**config.mk**
```make
export PLATFORM = sky130hd
export DESIGN_NAME = block_rms_decimator
export DESIGN_NICKNAME = d
export VERILOG_FILES = /design/src/rtl/bkrms_pkg.sv /design/src/rtl/block_rms_decimator.sv /design/src/rtl/bkrms_smul.sv /design/src/rtl/bkrms_isqrt.sv
export VERILOG_INCLUDE_DIRS = /design/src /design/src/rtl
export SDC_FILE = /design/constraint.sdc
export NUM_CORES = 1
export LEC_CHECK = 0
export BUFFER_PORTS_ARGS = -buffer_cell sky130_fd_sc_hd__buf_2
export CORE_MARGIN = 10
export CORE_UTILIZATION = 34
export DETAILED_ROUTE_END_ITERATION = 6
export GPL_ROUTABILITY_DRIVEN = 0
export GPL_TIMING_DRIVEN = 0
export HOLD_SLACK_MARGIN = 0.08
export PLACE_DENSITY_LB_ADDON = 0.2
export REMOVE_ABC_BUFFERS = 1
export SETUP_SLACK_MARGIN = 0.5
export SYNTH_ARGS = -nofsm -noshare
export SYNTH_HDL_FRONTEND = slang
export SYNTH_HIERARCHICAL = 1
export SYNTH_SLANG_ARGS = --single-unit
```
**constraint.sdc**
```tcl
create_clock -name clk -period 5.9 [get_ports clk]
set_clock_uncertainty 0.05 [all_clocks]
set_input_delay 0.295 -clock clk [delete_from_list [all_inputs] [get_ports clk]]
set_output_delay 0.295 -clock clk [all_outputs]
set_load 0.05 [all_outputs]
```
**src/rtl/assert_macros.svh**
```systemverilog
`ifndef ASSERT_MACROS_SVH
`define ASSERT_MACROS_SVH

// same-cycle implication
`define ASSERT_IMPLIES(lbl, ck, rn, ante, cons, msg) \
    lbl: assert property (@(posedge ck) disable iff (!rn) (ante) |-> (cons)) \
        else $error(msg);

// next-cycle implication
`define ASSERT_NEXT(lbl, ck, rn, ante, cons, msg) \
    lbl: assert property (@(posedge ck) disable iff (!rn) (ante) |=> (cons)) \
        else $error(msg);

`endif

```
**src/rtl/bkrms_pkg.sv**
```systemverilog
package bkrms_pkg;

    localparam int SAMPLE_W   = 16;
    localparam int SQUARE_W   = 2 * SAMPLE_W;
    localparam int BLEN_W     = 17;
    localparam int INVD_W     = 25;
    localparam int SUM_W      = 47;
    localparam int FRAC_W     = 24;
    localparam int MEAN_FRAC  = 30;
    localparam int ROOT_W     = MEAN_FRAC / 2;
    localparam int RMS_W      = 16;
    localparam int CFG_IDX_W  = 2;
    localparam int CFG_DATA_W = INVD_W;

    localparam logic [BLEN_W-1:0] MAX_BLOCK     = BLEN_W'(65536);
    localparam logic [BLEN_W-1:0] BLEN_RESET    = BLEN_W'(1);
    localparam logic [INVD_W-1:0] INVD_RESET    = INVD_W'(1) << FRAC_W;
    localparam logic [RMS_W-1:0]  RMS_SAT       = RMS_W'(1) << ROOT_W;

    localparam logic [CFG_IDX_W-1:0] REG_BLOCK_LEN   = CFG_IDX_W'(0);
    localparam logic [CFG_IDX_W-1:0] REG_INV_DENSITY = CFG_IDX_W'(1);

    typedef enum logic [2:0] {
        ST_IDLE,
        ST_SQUARE,
        ST_ACCUM,
        ST_MEAN,
        ST_SQRT,
        ST_EMIT
    } bkrms_state_t;

endpackage

```
**src/rtl/block_rms_decimator.sv**
```systemverilog
// Block RMS decimator: each accepted item squares one signed Q1.15 sample into a
// saturating Q17.30 sum; after block_len samples the sum is scaled by inv_density
// (Q1.24) and its square root is emitted as unsigned Q1.15, saturating at 32768.
// An item flagged end_of_channel drops a partial block, or closes a full one with
// channel_end set. Items are taken one at a time: a sample that does not close a
// block runs the 25 iterations of the bit-serial multiplier for its square, and
// a closing sample adds a second 25-step multiply for the mean and a 15-step
// square root. A finished result waits in an output register
// while the next sample is already being taken. Configuration writes are always
// accepted and should be made only while the block is idle.
`include "assert_macros.svh"

module block_rms_decimator
    import bkrms_pkg::*;
(
    input  logic                  clk,
    input  logic                  rst_n,

    input  logic                  cfg_valid,
    output logic                  cfg_ready,
    input  logic [CFG_IDX_W-1:0]  cfg_index,
    input  logic [CFG_DATA_W-1:0] cfg_data,

    input  logic                  in_valid,
    output logic                  in_stall,
    input  logic signed [SAMPLE_W-1:0] sample,
    input  logic                  end_of_channel,

    output logic                  out_valid,
    input  logic                  out_stall,
    output logic [RMS_W-1:0]      rms,
    output logic                  channel_end
);

    localparam int P_W = SUM_W + INVD_W;

    bkrms_state_t state_reg;
    bkrms_state_t state_next;

    logic [BLEN_W-1:0]   block_len_reg;
    logic [INVD_W-1:0]   inv_density_reg;
    logic [SUM_W-1:0]    sum_reg;
    logic [BLEN_W-1:0]   count_reg;
    logic                out_valid_reg;
    logic                out_valid_next;
    logic                eoc_reg;
    logic                chan_end_reg;
    logic                sat_reg;
    logic [RMS_W-1:0]    rms_reg;

    logic [SAMPLE_W-1:0] sample_abs;
    logic [BLEN_W-1:0]   len_eff;
    logic [BLEN_W-1:0]   count_inc;
    logic [SUM_W:0]      sum_wide;
    logic [SUM_W-1:0]    sum_sat;
    logic                close_block;
    logic                in_accept;
    logic                out_free;
    logic                out_load;

    logic                mul_start;
    logic [SUM_W-1:0]    mul_a;
    logic [INVD_W-1:0]   mul_b;
    logic                mul_done;
    logic [P_W-1:0]      mul_product;
    logic                mean_sat;

    logic                sqrt_start;
    logic                sqrt_done;
    logic [ROOT_W-1:0]   sqrt_root;

    bkrms_smul #(
        .A_W (SUM_W),
        .B_W (INVD_W)
    ) u_smul (
        .clk     (clk),
        .rst_n   (rst_n),
        .start   (mul_start),
        .a       (mul_a),
        .b       (mul_b),
        .done    (mul_done),
        .product (mul_product)
    );

    bkrms_isqrt u_isqrt (
        .clk      (clk),
        .rst_n    (rst_n),
        .start    (sqrt_start),
        .radicand (mul_product[FRAC_W +: MEAN_FRAC]),
        .done     (sqrt_done),
        .root     (sqrt_root)
    );

    // datapath
    always_comb
    begin
        sample_abs = sample[SAMPLE_W-1] ? $unsigned(-sample) : $unsigned(sample);

        if (block_len_reg == '0)
        begin
            len_eff = BLEN_W'(1);
        end
        else if (block_len_reg > MAX_BLOCK)
        begin
            len_eff = MAX_BLOCK;
        end
        else
        begin
            len_eff = block_len_reg;
        end

        count_inc   = count_reg + BLEN_W'(1);
        close_block = (count_inc >= len_eff);
        sum_wide    = {1'b0, sum_reg} + {{(SUM_W+1-SQUARE_W){1'b0}}, mul_product[SQUARE_W-1:0]};
        sum_sat     = sum_wide[SUM_W] ? {SUM_W{1'b1}} : sum_wide[SUM_W-1:0];
        mean_sat    = |mul_product[P_W-1:FRAC_W+MEAN_FRAC];

        out_free = !out_valid_reg || !out_stall;
    end

    // next state
    always_comb
    begin
        state_next = state_reg;
        case (state_reg)
            ST_IDLE:
            begin
                if (in_valid)
                begin
                    state_next = ST_SQUARE;
                end
            end
            ST_SQUARE:
            begin
                if (mul_done)
                begin
                    state_next = ST_ACCUM;
                end
            end
            ST_ACCUM:
            begin
                state_next = close_block ? ST_MEAN : ST_IDLE;
            end
            ST_MEAN:
            begin
                if (mul_done)
                begin
                    state_next = ST_SQRT;
                end
            end
            ST_SQRT:
            begin
                if (sqrt_done)
                begin
                    state_next = ST_EMIT;
                end
            end
            ST_EMIT:
            begin
                if (out_free)
                begin
                    state_next = ST_IDLE;
                end
            end
            default:
            begin
                state_next = ST_IDLE;
            end
        endcase
    end

    // state outputs
    always_comb
    begin
        in_stall   = 1'b1;
        in_accept  = 1'b0;
        mul_start  = 1'b0;
        mul_a      = sum_sat;
        mul_b      = inv_density_reg;
        sqrt_start = 1'b0;
        out_load   = 1'b0;
        case (state_reg)
            ST_IDLE:
            begin
                in_stall  = 1'b0;
                in_accept = in_valid;
                mul_start = in_valid;
                mul_a     = {{(SUM_W-SAMPLE_W){1'b0}}, sample_abs};
                mul_b     = {{(INVD_W-SAMPLE_W){1'b0}}, sample_abs};
            end
            ST_ACCUM:
            begin
                mul_start = close_block;
            end
            ST_MEAN:
            begin
                sqrt_start = mul_done;
            end
            ST_EMIT:
            begin
                out_load = out_free;
            end
            default:
            begin
                in_stall = 1'b1;
            end
        endcase
        out_valid_next = out_load || (out_valid_reg && out_stall);
    end

    always_ff @(posedge clk or negedge rst_n)
    begin
        if (!rst_n)
        begin
            state_reg       <= ST_IDLE;
            block_len_reg   <= BLEN_RESET;
            inv_density_reg <= INVD_RESET;
            sum_reg         <= '0;
            count_reg       <= '0;
            out_valid_reg   <= 1'b0;
        end
        else
        begin
            state_reg     <= state_next;
            out_valid_reg <= out_valid_next;
            if (cfg_valid)
            begin
                if (cfg_index == REG_BLOCK_LEN)
                begin
                    block_len_reg <= cfg_data[BLEN_W-1:0];
                end
                else if (cfg_index == REG_INV_DENSITY)
                begin
                    inv_density_reg <= cfg_data[INVD_W-1:0];
                end
            end
            if (state_reg == ST_ACCUM)
            begin
                if (close_block || eoc_reg)
                begin
                    sum_reg   <= '0;
                    count_reg <= '0;
                end
                else
                begin
                    sum_reg   <= sum_sat;
                    count_reg <= count_inc;
                end
            end
        end
    end

    always_ff @(posedge clk)
    begin
        if (in_accept)
        begin
            eoc_reg <= end_of_channel;
        end
        if (sqrt_start)
        begin
            sat_reg <= mean_sat;
        end
        if (out_load)
        begin
            chan_end_reg <= eoc_reg;
            rms_reg      <= sat_reg ? RMS_SAT : {{(RMS_W-ROOT_W){1'b0}}, sqrt_root};
        end
    end

    assign cfg_ready   = 1'b1;
    assign out_valid   = out_valid_reg;
    assign rms         = rms_reg;
    assign channel_end = chan_end_reg;

    `ASSERT_NEXT(a_close_clears, clk, rst_n, (state_reg == ST_ACCUM) && close_block, (count_reg == '0) && (sum_reg == '0), "block close left count or sum")
    `ASSERT_NEXT(a_emit_loads, clk, rst_n, (state_reg == ST_EMIT) && out_free, out_valid_reg && (state_reg == ST_IDLE), "finished result not loaded")
    `ASSERT_IMPLIES(a_units_apart, clk, rst_n, mul_done, !sqrt_done, "multiplier and square root finished together")

endmodule

```
**src/rtl/bkrms_smul.sv**
```systemverilog
`include "assert_macros.svh"

module bkrms_smul
    import bkrms_pkg::*;
#(
    parameter int A_W = SUM_W,
    parameter int B_W = INVD_W
)
(
    input  logic               clk,
    input  logic               rst_n,
    input  logic               start,
    input  logic [A_W-1:0]     a,
    input  logic [B_W-1:0]     b,
    output logic               done,
    output logic [A_W+B_W-1:0] product
);

    localparam int P_W   = A_W + B_W;
    localparam int CNT_W = $clog2(B_W + 1);

    logic [A_W-1:0]   a_reg;
    logic [P_W-1:0]   p_reg;
    logic [P_W-1:0]   p_next;
    logic [CNT_W-1:0] cnt_reg;
    logic             busy_reg;
    logic             done_reg;
    logic [A_W-1:0]   addend;
    logic [A_W:0]     upper_sum;

    // shift-add, one multiplier bit per cycle, lsb first
    always_comb
    begin
        addend    = p_reg[0] ? a_reg : '0;
        upper_sum = {1'b0, p_reg[P_W-1:B_W]} + {1'b0, addend};
        p_next    = {upper_sum, p_reg[B_W-1:1]};
    end

    always_ff @(posedge clk or negedge rst_n)
    begin
        if (!rst_n)
        begin
            busy_reg <= 1'b0;
            cnt_reg  <= '0;
            done_reg <= 1'b0;
        end
        else
        begin
            done_reg <= busy_reg && (cnt_reg == CNT_W'(1));
            if (start)
            begin
                busy_reg <= 1'b1;
                cnt_reg  <= CNT_W'(B_W);
            end
            else if (busy_reg)
            begin
                cnt_reg <= cnt_reg - CNT_W'(1);
                if (cnt_reg == CNT_W'(1))
                begin
                    busy_reg <= 1'b0;
                end
            end
        end
    end

    always_ff @(posedge clk)
    begin
        if (start)
        begin
            a_reg <= a;
            p_reg <= {{A_W{1'b0}}, b};
        end
        else if (busy_reg)
        begin
            p_reg <= p_next;
        end
    end

    assign done    = done_reg;
    assign product = p_reg;

    `ASSERT_IMPLIES(a_mul_start_idle, clk, rst_n, start, !busy_reg, "multiplier restarted while busy")

endmodule

```
**src/rtl/bkrms_isqrt.sv**
```systemverilog
`include "assert_macros.svh"

module bkrms_isqrt
    import bkrms_pkg::*;
(
    input  logic                 clk,
    input  logic                 rst_n,
    input  logic                 start,
    input  logic [MEAN_FRAC-1:0] radicand,
    output logic                 done,
    output logic [ROOT_W-1:0]    root
);

    localparam int CNT_W = $clog2(ROOT_W + 1);
    localparam int REM_W = ROOT_W + 2;
    localparam int TRY_W = REM_W + 2;

    logic [MEAN_FRAC-1:0] rad_reg;
    logic [REM_W-1:0]     rem_reg;
    logic [ROOT_W-1:0]    root_reg;
    logic [CNT_W-1:0]     cnt_reg;
    logic                 busy_reg;
    logic                 done_reg;
    logic [TRY_W-1:0]     rem_shift;
    logic [TRY_W-1:0]     trial;
    logic                 fits;

    // restoring square root, two radicand bits and one root bit per cycle
    always_comb
    begin
        rem_shift = {rem_reg, rad_reg[MEAN_FRAC-1 -: 2]};
        trial     = {2'b00, root_reg, 2'b01};
        fits      = (rem_shift >= trial);
    end

    always_ff @(posedge clk or negedge rst_n)
    begin
        if (!rst_n)
        begin
            busy_reg <= 1'b0;
            cnt_reg  <= '0;
            done_reg <= 1'b0;
        end
        else
        begin
            done_reg <= busy_reg && (cnt_reg == CNT_W'(1));
            if (start)
            begin
                busy_reg <= 1'b1;
                cnt_reg  <= CNT_W'(ROOT_W);
            end
            else if (busy_reg)
            begin
                cnt_reg <= cnt_reg - CNT_W'(1);
                if (cnt_reg == CNT_W'(1))
                begin
                    busy_reg <= 1'b0;
                end
            end
        end
    end

    always_ff @(posedge clk)
    begin
        if (start)
        begin
            rad_reg  <= radicand;
            rem_reg  <= '0;
            root_reg <= '0;
        end
        else if (busy_reg)
        begin
            rad_reg  <= {rad_reg[MEAN_FRAC-3:0], 2'b00};
            rem_reg  <= fits ? REM_W'(rem_shift - trial) : rem_shift[REM_W-1:0];
            root_reg <= {root_reg[ROOT_W-2:0], fits};
        end
    end

    assign done = done_reg;
    assign root = root_reg;

    `ASSERT_IMPLIES(a_sqrt_start_idle, clk, rst_n, start, !busy_reg, "square root restarted while busy")

endmodule

```
==> metrics.md, run 1 <==
| Metric | Value |
|---|---|
| Status | `complete, no violations` |
| Final worst path period share | `85.70%` |
| First-pass GRT wire length | `86.73 mm` |
| Die Height | `263.5 µm` |
| Initial Util | `34.22%` |
| Initial antenna violation count | `1` |
| Ys Warns | `6` |
| # placed instances | `2863` |
| Fmax | `197.8 MHz` |
| Sequential power share | `26.5%` |
| Design Power | `13.43 mW` |
| Setup_tns | `0 ns` |
| Worst-path fanout max | `49` |
| Internal cell power | `7.594 mW` |
| Setup repair after global routing missed its margin | `no` |
| Detailed Routing Iterations Pass 1 | `7` |
| Max reg flops | `72` |
| Sw Pwr | `5.838 mW` |
| IO Pins | `69` |
| Largest net degree at the start of global routing | `85` |
| Clk sinks | `323` |
| Drt first-iter violations | `1103` |
| Post-synth cell types | `90` |
| Switch share | `43.47%` |
| Clock latency on the worst-skew pair | `0.56 ns` |
| CP Data Required Time | `6.02 ns` |
| Vias | `16020` |
| Top_reg_cell synth | `edfxtp_1` |
| EDFF count, synth | `121` |
| Syn Area/Cell | `9.527 µm²` |
| H-Tree Depth | `2` |
| Worst hold path class | `input port to flip-flop` |
| Max_cap viols | `0` |
| Setup violators final | `0` |
| Pleak | `9.628 nW` |
| Clock Tree Buf Depth | `3` |
| Core box area | `58910 µm²` |
| Synth async-reset ratio | `38.08%` |
| Layout cell share with drive strength beyond 1 | `13.72%` |
| Cell area after synthesis | `20160 µm²` |
| Post-synthesis sequential area ratio | `41.15%` |
| DR DRC count | `0` |
| IO buf count | `67` |
| Vias per cell | `5.399` |
| Final wirelength | `53.22 mm` |
| Antenna Cells | `0` |
| Worst-margin pin slew | `1.198 ns` |
| Startpoint types | `flip-flop` |
| Site Rows | `89` |
| Root Driver | `clkbuf_16` |
| Die ar. | `69430 µm²` |
| Fin cells | `2967` |
| CTS tree | `built` |
| Clock power frac | `18.9%` |
| Antenna-violating nets left | `0` |
| Final min period | `5.056 ns` |
| Clk pin slew, worst setup/hold paths | `0.06 ns` |
| Relative slew slack | `20.08%` |
| Seq cells post-synth | `323` |
| Final Max Slew Viols | `0` |
| Die X | `263.5 µm` |
| TritonCTS buffer count | `38` |
| Synth Instances | `2116` |
| Overflow left after global routing | `0` |
| Combinational power share | `54.6%` |
| Synth-to-layout area growth | `14.30%` |
| GRT Overall Usage | `14.99%` |
| Final Hold Viols | `0` |
| DP HPWL | `38.77 mm` |
| Pwr/cell area | `583.0 nW/µm²` |
| Max VDD drop | `0.2665 mV` |
| Via count of the first global-routing pass | `16050` |
| Nets | `2335` |
| Kind of critical path | `flip-flop to flip-flop` |
| Wire per inst | `17.94 µm` |
| Worst Path Arrival | `5.18 ns` |
| Kind of end point of the critical path | `flip-flop` |
==> cell type report <==
class,count,area (µm²)
Timing Repair inverter,1,7.507
Clock inverter,19,264.0
Tap cell,773,967.2
Sequential cell,323,8298
Clock buffer,50,1077
Fill cell,5777,35870
Timing Repair Buffer,116,985.9
Inverter,64,244.0
Multi-Input combinational cell,1621,11200
==> what timing repair did <==
action / 4_1_cts / 5_1_grt
hold endpoints to repair: 158 / 0
buffers inserted: 0 / 0
cloned: 0 / 1
pin swaps: 0 / 0
gates resized for setup: 1 / 4
setup endpoints to repair: 1 / 26
hold buffers: 32 / 0
==> worst max-delay path: stages, from the launching register on <==
cell	delay, ns
dfrtp_1	0.44
and3_1	0.20
and3_1	0.24
and3_1	0.24
and3_1	0.29
nand3_1	0.13
xnor2_1	0.27
ha_1	0.30
nand2_1	0.07
nor2_1	0.04
a211oi_1	0.33
o211ai_1	0.27
a21o_1	0.28
a21o_4	0.42
nor2_4	0.53
clkinvlp_4	0.53
==> worst paths after layout <==
| kind | startpoint | to | slack (ns) | cells past startpoint |
|---|---|---|---|---|
| setup reg to reg | count_reg[2] | u_smul/product[18] | 0.84 | 15 |
| hold / removal | cfg_index[1] | block_len_reg[7] | 0.12 | 3 |
| max in group asynchronous | rst_n | inv_density_reg[24] | 4.81 | 3 |
| setup / recovery | count_reg[2] | u_smul/product[18] | 0.84 | 15 |
| min in group asynchronous | rst_n | count_reg[16] | 0.17 | 2 |
| hold reg to reg | u_smul/product[50] | u_smul/product[50] | 0.43 | 2 |
==> placed cells by master (no fill, tap or decap), types with 66 or more instances in the layout <==
cell type  instances
buf_2             66
dfrtp_1          119
mux2_2            94
and2_1            74
ha_1             119
edfxtp_1         121
nor2_1           159
dfxtp_1           79
nand2_1          197
a21oi_1          142
o21ai_0          112
==> Yosys cell counts (all sizes together) (10+ instances only) <==
| cell | instances | area share [%] |
|---|---|---|
| a211oi | 24 | 0.94 |
| dfrtp | 121 | 15 |
| and2 | 76 | 2.4 |
| a21oi | 148 | 3.8 |
| clkbuf | 70 | 1.3 |
| nor4 | 18 | 0.59 |
| xor2 | 51 | 2.2 |
| nand3 | 31 | 0.79 |
| nor3 | 35 | 0.95 |
| o21a | 38 | 1.4 |
| buf | 38 | 1.1 |
| nand2b | 27 | 0.84 |
| dfxtp | 79 | 7.8 |
| edfxtp | 121 | 18 |
| nand2 | 202 | 3.8 |
| ha | 119 | 7.4 |
| a31oi | 25 | 0.78 |
| inv | 64 | 1.2 |
| a22o | 26 | 1.1 |
| o21ai | 127 | 3.2 |
| o2111ai | 10 | 0.43 |
| a21o | 57 | 2.1 |
| nor2b | 24 | 0.74 |
| a311oi | 16 | 0.88 |
| mux2 | 94 | 5.3 |
| o211ai | 18 | 0.70 |
| nor2 | 161 | 3.0 |
| xnor2 | 63 | 2.7 |
| nand4 | 35 | 1.1 |
| o31ai | 13 | 0.48 |
| and3 | 29 | 0.90 |
| o21bai | 16 | 0.60 |
| mux2i | 34 | 1.7 |
==> metal layers <==
metal  part of all wire, %  up-vias  track usage [%]
met4                   2.8        2            4.598
met1                    45     7779            18.93
met5                 0.024        -                0
met2                    48      305            25.69
li1                      -     7849                -
met3                   3.6       85            2.473
==> stage by stage <==
| stage | instance area [µm²] | hold WS [ns] | util (%) | worst slack, ns |
|---|---|---|---|---|
| 3_3_place_gp | 20980 | 0.4176 | 35.61 | -8.097 |
| 2_1_floorplan | 19670 | -0.05059 | - | -2.638 |
| 6_report | 23040 | 0.1181 | 39.11 | 0.8437 |
| 5_1_grt | 23040 | 0.09900 | 39.11 | 0.5175 |
| 3_5_place_dp | 21300 | 0.1888 | 36.16 | 0.4492 |
| 4_1_cts | 22960 | 0.08318 | 38.98 | 0.5347 |
==> power by group through the flow <==
stage	clock network (mW)	logic [mW]	registers, mW
global placement	0	7.03	3.69
detailed placement	0	7.18	3.64
floorplan	0	5.51	3.45
CTS	2.62	7.24	3.60
global route	2.71	8.19	3.64
finish	2.54	7.34	3.56
==> cells by family (layout without fill, tap and decap cells) <==
logic type,count (synthesis),in the layout,share of synthesized area (%)
adders and majority gates,121,121,7.585
and+or+nand+nor,677,677,16.55
xor gates and xnor gates,114,114,4.953
AOI/OAI and AO/OA,580,580,19.20
other,1,1,0.01860
muxes,128,128,6.939
buffers and inverters,172,250,3.594
DFF,323,323,41.15
Power figures use the tool's default switching activity.
==> inputs of run 2 (changes only) <==
Clock period 5.9 ns to 4.5 ns, I/O delays scaled along.
==> metrics.md, run 2 (synthesis gave the netlist of run 1 again) <==
| Metric | Value |
|---|---|
| Commonest non-fill, non-tap cells in the layout | `nand2_1, nor2_1, a21oi_1` |
| Worst Path Arrival | `4.38 ns (-0.80 ns)` |
| Clock Tree Buf Depth | `3 (unchanged)` |
| DP HPWL | `38.77 mm (unchanged)` |
| Initial antenna violation count | `1 (unchanged)` |
| Antenna-violating nets left | `0 (unchanged)` |
| Pwr/cell area | `760.0 nW/µm² (+30%)` |
| Layout cell share with drive strength beyond 1 | `16.03% (+2.3 points)` |
| Synth-to-layout area growth | `16.71%` |
| Overflow left after global routing | `0 (unchanged)` |
| GRT Overall Usage | `15.61% (+0.62 points)` |
| Design Power | `17.88 mW (+33%)` |
| Fmax | `254.4 MHz (+29%)` |
| Antenna Cells | `0 (unchanged)` |
| Worst-path fanout max | `16 (-67%)` |
| Detailed Routing Iterations Pass 1 | `5 (-2)` |
| DR DRC count | `0 (unchanged)` |
| First-pass GRT wire length | `89.55 mm (+3.3%)` |
| Final Hold Viols | `0 (unchanged)` |
| Via count of the first global-routing pass | `16380 (+2.1%)` |
| Core box area | `58910 µm² (unchanged)` |
| Nets | `2375 (+1.7%)` |
| Setup violators final | `0 (unchanged)` |
| CP Data Required Time | `4.95 ns (-1.07 ns)` |
| Relative slew slack | `17.65% (-2.4 points)` |
| Setup WS pre-CTS | `-0.9508 ns (-1.400 ns)` |
| Worst reg2reg path depth | `19 (+4)` |
| Worst-path cell chain | `and3_4 -> and3_4 -> and3_4 -> and3_4 -> nand3_2 -> xnor2_2 -> ha_1 -> nand2_1 -> nor2_1 -> a211oi_2 -> o211ai_1 -> a21o_2 -> a21o_4 -> buf_16 -> nand2b_4 -> or2_2 -> mux2i_1 -> a21oi_1 -> nand3_1` |
| Max reg flops | `72 (unchanged)` |
| Most used cell, CP | `and3_4` |
| TritonCTS buffer count | `38 (unchanged)` |
| Most common cell after layout, fill and taps aside | `nand2_1` |
| Max_cap viols | `0 (unchanged)` |
| Drt first-iter violations | `1106 (+0.27%)` |
| Setup_tns | `0 ns (unchanged)` |
| Final Max Slew Viols | `0 (unchanged)` |
| Reg2Reg Setup Slack | `0.57 ns (-0.27 ns)` |
| Worst-margin pin slew | `1.231 ns (+0.03316 ns)` |
| Final min period | `3.931 ns (-1.125 ns)` |
| Die Height | `263.5 µm (unchanged)` |
| Largest net degree at the start of global routing | `85 (unchanged)` |
| Crit Reg-Reg Endpoint | `u_smul/product[68]` |
| IO Pins | `69 (unchanged)` |
| Initial Util | `34.22% (unchanged)` |
| Kind of end point of the critical path | `flip-flop` |
| CP max-delay cell | `dfrtp_1` |
| Kind of critical path | `flip-flop to flip-flop` |
| Pleak | `9.870 nW (+2.5%)` |
| Final worst path period share | `87.35% (+1.7 points)` |
| IO buf count | `67 (unchanged)` |
| Root Driver | `clkbuf_16` |
| Worst hold path class | `input port to async pin` |
| Clk pin slew, worst setup/hold paths | `0.06 ns (about the same)` |
| Vias | `16250 (+1.4%)` |
| Vias per cell | `5.405 (about the same)` |
| Final wirelength | `55.64 mm (+4.6%)` |
| Setup ws final | `0.5691 ns (-0.2745 ns)` |
| Startpoint types | `flip-flop` |
| Die X | `263.5 µm (unchanged)` |
| H-Tree Depth | `2 (unchanged)` |
| Wire per inst | `18.50 µm (+3.2%)` |
| CTS tree | `built` |
| Max incr delay on CP | `0.37 ns (-0.16 ns)` |
| Status | `complete, no violations` |
| Clock latency on the worst-skew pair | `0.56 ns (about the same)` |
| Site Rows | `89 (unchanged)` |
| CP bufs+invs | `1 (unchanged)` |
| Clk sinks | `323 (unchanged)` |
| Setup repair after global routing missed its margin | `yes` |
| Top Family by Delay on Critical Path | `simple AND/OR/NAND/NOR gates` |
| Reg-to-Reg Start | `count_reg[3]` |
| Max VDD drop | `0.3512 mV (+32%)` |
| Die ar. | `69430 µm² (unchanged)` |
==> run 2: how the worst max path moves through the flow <==
stage	from	endpoint	slack, ns	depth (start not counted)
after detailed placement	count_reg[2]	u_smul/product[68]	-0.95	19
after floorplan	state_reg[0]	u_smul/product[0]	-4.04	5
after CTS	count_reg[3]	u_smul/product[68]	0.28	19
after global routing	count_reg[3]	u_smul/product[68]	0.39	19
final	count_reg[3]	u_smul/product[68]	0.57	19
after global placement	state_reg[0]	u_smul/product[23]	-9.50	5
==> run 2: area by class of cell <==
cell class,instances,area (µm²)
repair buffers,152,1310
fillers,5741,35380
inverters,64,244.0
repair inverters,1,7.507
clock inverters,19,264.0
multi-input cells,1625,11360
clock buffers,50,1077
well taps,773,967.2
flip-flops and latches,323,8299
==> run 2: power by group <==
part / total (mW) / switching (mW) / internal, mW / leakage [nW]
Sequential: 4.66 / 0.605 / 4.05 / 3.40
Combinational: 9.89 / 5.90 / 3.99 / 5.81
Clock: 3.33 / 1.29 / 2.04 / 0.657
==> run 2: through the flow <==
step                      utilization (%)  std cells  cell area (µm²)  hold slack [ns]
after floorplan                         -       2008            19670          -0.1206
after global placement              35.61       2848            20980           0.4009
after detailed placement            36.16       2863            21300           0.1188
after CTS                           39.46       2988            23240          0.08160
after global routing                39.94       3007            23530           0.1305
final                               39.94       3007            23530          0.09569
==> run 2: worst reg2reg max path: stages, from the launching register on <==
cell,delay (ns)
dfrtp_1,0.37
and3_4,0.20
and3_4,0.21
and3_4,0.21
and3_4,0.23
nand3_2,0.11
xnor2_2,0.17
ha_1,0.31
nand2_1,0.07
nor2_1,0.04
a211oi_2,0.26
o211ai_1,0.20
a21o_2,0.26
a21o_4,0.24
buf_16,0.17
nand2b_4,0.19
or2_2,0.30
mux2i_1,0.15
a21oi_1,0.06
nand3_1,0.08
==> run 2: routing by layer <==
metal	vias up	track usage (%)	wire length, µm
li1	7930	-	-
met1	7927	19.42	24710
met2	307	26.73	27110
met3	86	2.575	2064
met4	2	5.623	1746
met5	-	0	13
==> run 2: timing repair <==
action / in CTS / in global routing
pin swaps: 3 / 6
hold buffers: 35 / 0
resized for setup: 15 / 20
hold endpoints to repair: 168 / 0
gates cloned: 6 / 1
setup endpoints to repair: 211 / 135
buffers inserted: 15 / 17
==> inputs of run 3 (changes only) <==
Settings changed: CORE_ASPECT_RATIO set to 1.75, RECOVER_POWER set to 100.
==> metrics.md, run 3 (synthesis gave the netlist of run 1 again) <==
| Metric | Value |
|---|---|
| Largest net degree at the start of global routing | `90 (+5.9%)` |
| Drt first-iter violations | `676 (-39%)` |
| Sw Pwr | `7.900 mW (+1.3%)` |
| Combinational power share | `56.0% (+0.7 points)` |
| Core box area | `58910 µm² (about the same)` |
| Clk pin slew, worst setup/hold paths | `0.06 ns (about the same)` |
| Die ar. | `69810 µm² (+0.55%)` |
| Synth-to-layout area growth | `15.87%` |
| Most common cell after layout, fill and taps aside | `nand2_1` |
| Max reg flops | `72 (unchanged)` |
| TritonCTS buffer count | `34 (-11%)` |
| Violated checks | `max-capacitance violations, max-slew violations` |
| Site Rows | `118 (+33%)` |
| Layout cell share with drive strength beyond 1 | `14.39% (-1.6 points)` |
| Vias per cell | `5.488 (+1.5%)` |
| Design area | `23360 µm² (-0.72%)` |
| Clock latency on the worst-skew pair | `0.56 ns (about the same)` |
| CP endpoint | `u_smul/product[6]` |
| Kind of critical path | `flip-flop to flip-flop` |
| Fmax | `242.7 MHz (-4.6%)` |
| Worst-path fanout max | `6 (-10)` |
| Max_cap viols | `2 (+2)` |
| Die Height | `342.1 µm (+30%)` |
| Final Max Slew Viols | `53 (+53)` |
| Antenna Cells | `0 (unchanged)` |
| GRT Overall Usage | `16.52% (+0.91 points)` |
| Antenna-violating nets left | `0 (unchanged)` |
| Sequential power share | `26.5% (+0.4 points)` |
| Clock power frac | `17.5% (-1.1 points)` |
| Detailed Routing Iterations Pass 1 | `5 (unchanged)` |
| CTS tree | `built` |
| Internal cell power | `9.847 mW (-2.3%)` |
| DP HPWL | `42.30 mm (+9.1%)` |
| Relative slew slack | `-49.34% (-67 points)` |
| Crit Reg-Reg Endpoint | `u_smul/product[6]` |
| Status | `finished, violations left` |
| Worst reg2reg path depth | `17 (-2)` |
| Final Hold Viols | `0 (unchanged)` |
| Pleak | `9.717 nW (-1.6%)` |
| Reg-to-Reg Start | `count_reg[3]` |
| Busiest grt layer | `met2` |
| Via count of the first global-routing pass | `17000 (+3.8%)` |
| DR DRC count | `0 (unchanged)` |
| Nets | `2374 (-0.042%)` |
| Worst hold path class | `input port to flip-flop` |
| Wire per inst | `19.95 µm (+7.8%)` |
| Max VDD drop | `0.6584 mV (+87%)` |
| Worst Path Arrival | `4.37 ns (about the same)` |
| Clk sinks | `323 (unchanged)` |
| Reg2Reg Setup Slack | `0.38 ns (-0.19 ns)` |
| M2 GR Usage | `32.61% (+5.9 points)` |
| CP Data Required Time | `4.75 ns (-0.20 ns)` |
| Met1 layer usage reported by global route | `15.89% (-3.5 points)` |
| Overflow left after global routing | `0 (unchanged)` |
| Worst-margin pin slew | `2.240 ns (+1.009 ns)` |
| Clock Tree Buf Depth | `3 (unchanged)` |
| Setup repair after global routing missed its margin | `no` |
| Final worst path period share | `91.56% (+4.2 points)` |
| Placed cell area | `21320 µm² (+0.11%)` |
| Commonest non-fill, non-tap cells in the layout | `nand2_1, nor2_1, a21oi_1` |
| IO Pins | `69 (unchanged)` |
| Hold Path Stages | `4` |
| Setup violators final | `0 (unchanged)` |
| Root Driver | `clkbuf_16` |
| Pwr/cell area | `759.8 nW/µm² (about the same)` |
| Initial Util | `34.22% (about the same)` |
| Kind of end point of the critical path | `flip-flop` |
| H-Tree Depth | `2 (unchanged)` |
| Switch share | `44.51% (+0.91 points)` |
| Final min period | `4.120 ns (+0.1893 ns)` |
| First-pass GRT wire length | `92.29 mm (+3.1%)` |
| Final wirelength | `60.06 mm (+7.9%)` |
| Die X | `204.1 µm (-23%)` |
| GRT met3 Usage | `1.949% (-0.63 points)` |
| IO buf count | `67 (unchanged)` |
| Design Power | `17.75 mW (-0.74%)` |
| CP startpoint | `count_reg[3]` |
| Vias | `16520 (+1.6%)` |
| Initial antenna violation count | `0 (-1)` |
| Hold slack | `0.1175 ns (+0.02183 ns)` |
| Startpoint types | `flip-flop` |
==> run 3: power by group through the flow <==
stage | clock, mW | combinational [mW] | sequential (mW)
2_1_floorplan | 0 | 7.23 | 4.52
3_3_place_gp | 0 | 9.34 | 4.87
3_5_place_dp | 0 | 9.58 | 4.81
4_1_cts | 3.20 | 9.94 | 4.70
5_1_grt | 3.30 | 10.9 | 4.79
6_report | 3.11 | 9.94 | 4.70
==> run 3: per-stage QoR <==
stage,setup TNS (ns),utilization [%],setup WS (ns),std cells
detailed placement,-36.88,36.20,-0.9505,2871
global placement,-1467.19,35.62,-9.675,2855
finish,0,39.65,0.3798,3010
global route,0,39.65,0.2193,3010
floorplan,-466.96,-,-4.038,2008
CTS,0,39.36,0.4108,2990
==> run 3: worst max-delay path, cell delays in order, from the launching register on <==
cell and delay (ns):
dfrtp_1 0.38, and3_4 0.19, and3_4 0.20, and3_4 0.20, and3_4 0.23, nand3_4 0.11, xnor2_4 0.23, ha_4 0.23
nand2_2 0.06, nor2_2 0.03, a211oi_1 0.36, o211ai_1 0.24, a21o_2 0.29, a21o_1 0.28, buf_6 0.18, nor2_4 0.16
clkinvlp_4 0.22, clkbuf_16 0.22
==> run 3: worst min-delay path by stage <==
stage	startpoint	endpoint	slack, ns
floorplan	rst_n	block_len_reg[10]	-0.12
CTS	in_valid	state_reg[0]	0.1
finish	in_valid	state_reg[0]	0.12
global placement	end_of_channel	eoc_reg	0.35
global route	in_valid	state_reg[0]	0.13
detailed placement	rst_n	inv_density_reg[23]	0.12
==> run 3: cell type report <==
cell class	count	area [µm²]
flip-flops and latches	323	8298
clock inverters	18	242.7
repair inverters	1	7.507
inverters	64	244.0
multi-input cells	1626	11330
clock buffers	44	982.2
fillers	5848	35550
repair buffers	154	1279
well taps	780	975.9
==> run 3: per-layer routing <==
layer,vias to the layer above,share of wire [%],wire length [µm]
li1,7929,-,-
met1,8032,35,21150
met2,410,56,33420
met3,148,3.3,1955
met4,0,5.9,3529
met5,-,0,0
==> run 3: repair_timing <==
action / in CTS / in global routing
hold endpoints to repair: 170 / 0
setup buffers: 19 / 15
pin swaps: 4 / 10
endpoints found under the setup margin: 227 / 143
gates cloned: 5 / 4
hold buffers: 33 / 0
resized for setup: 22 / 28
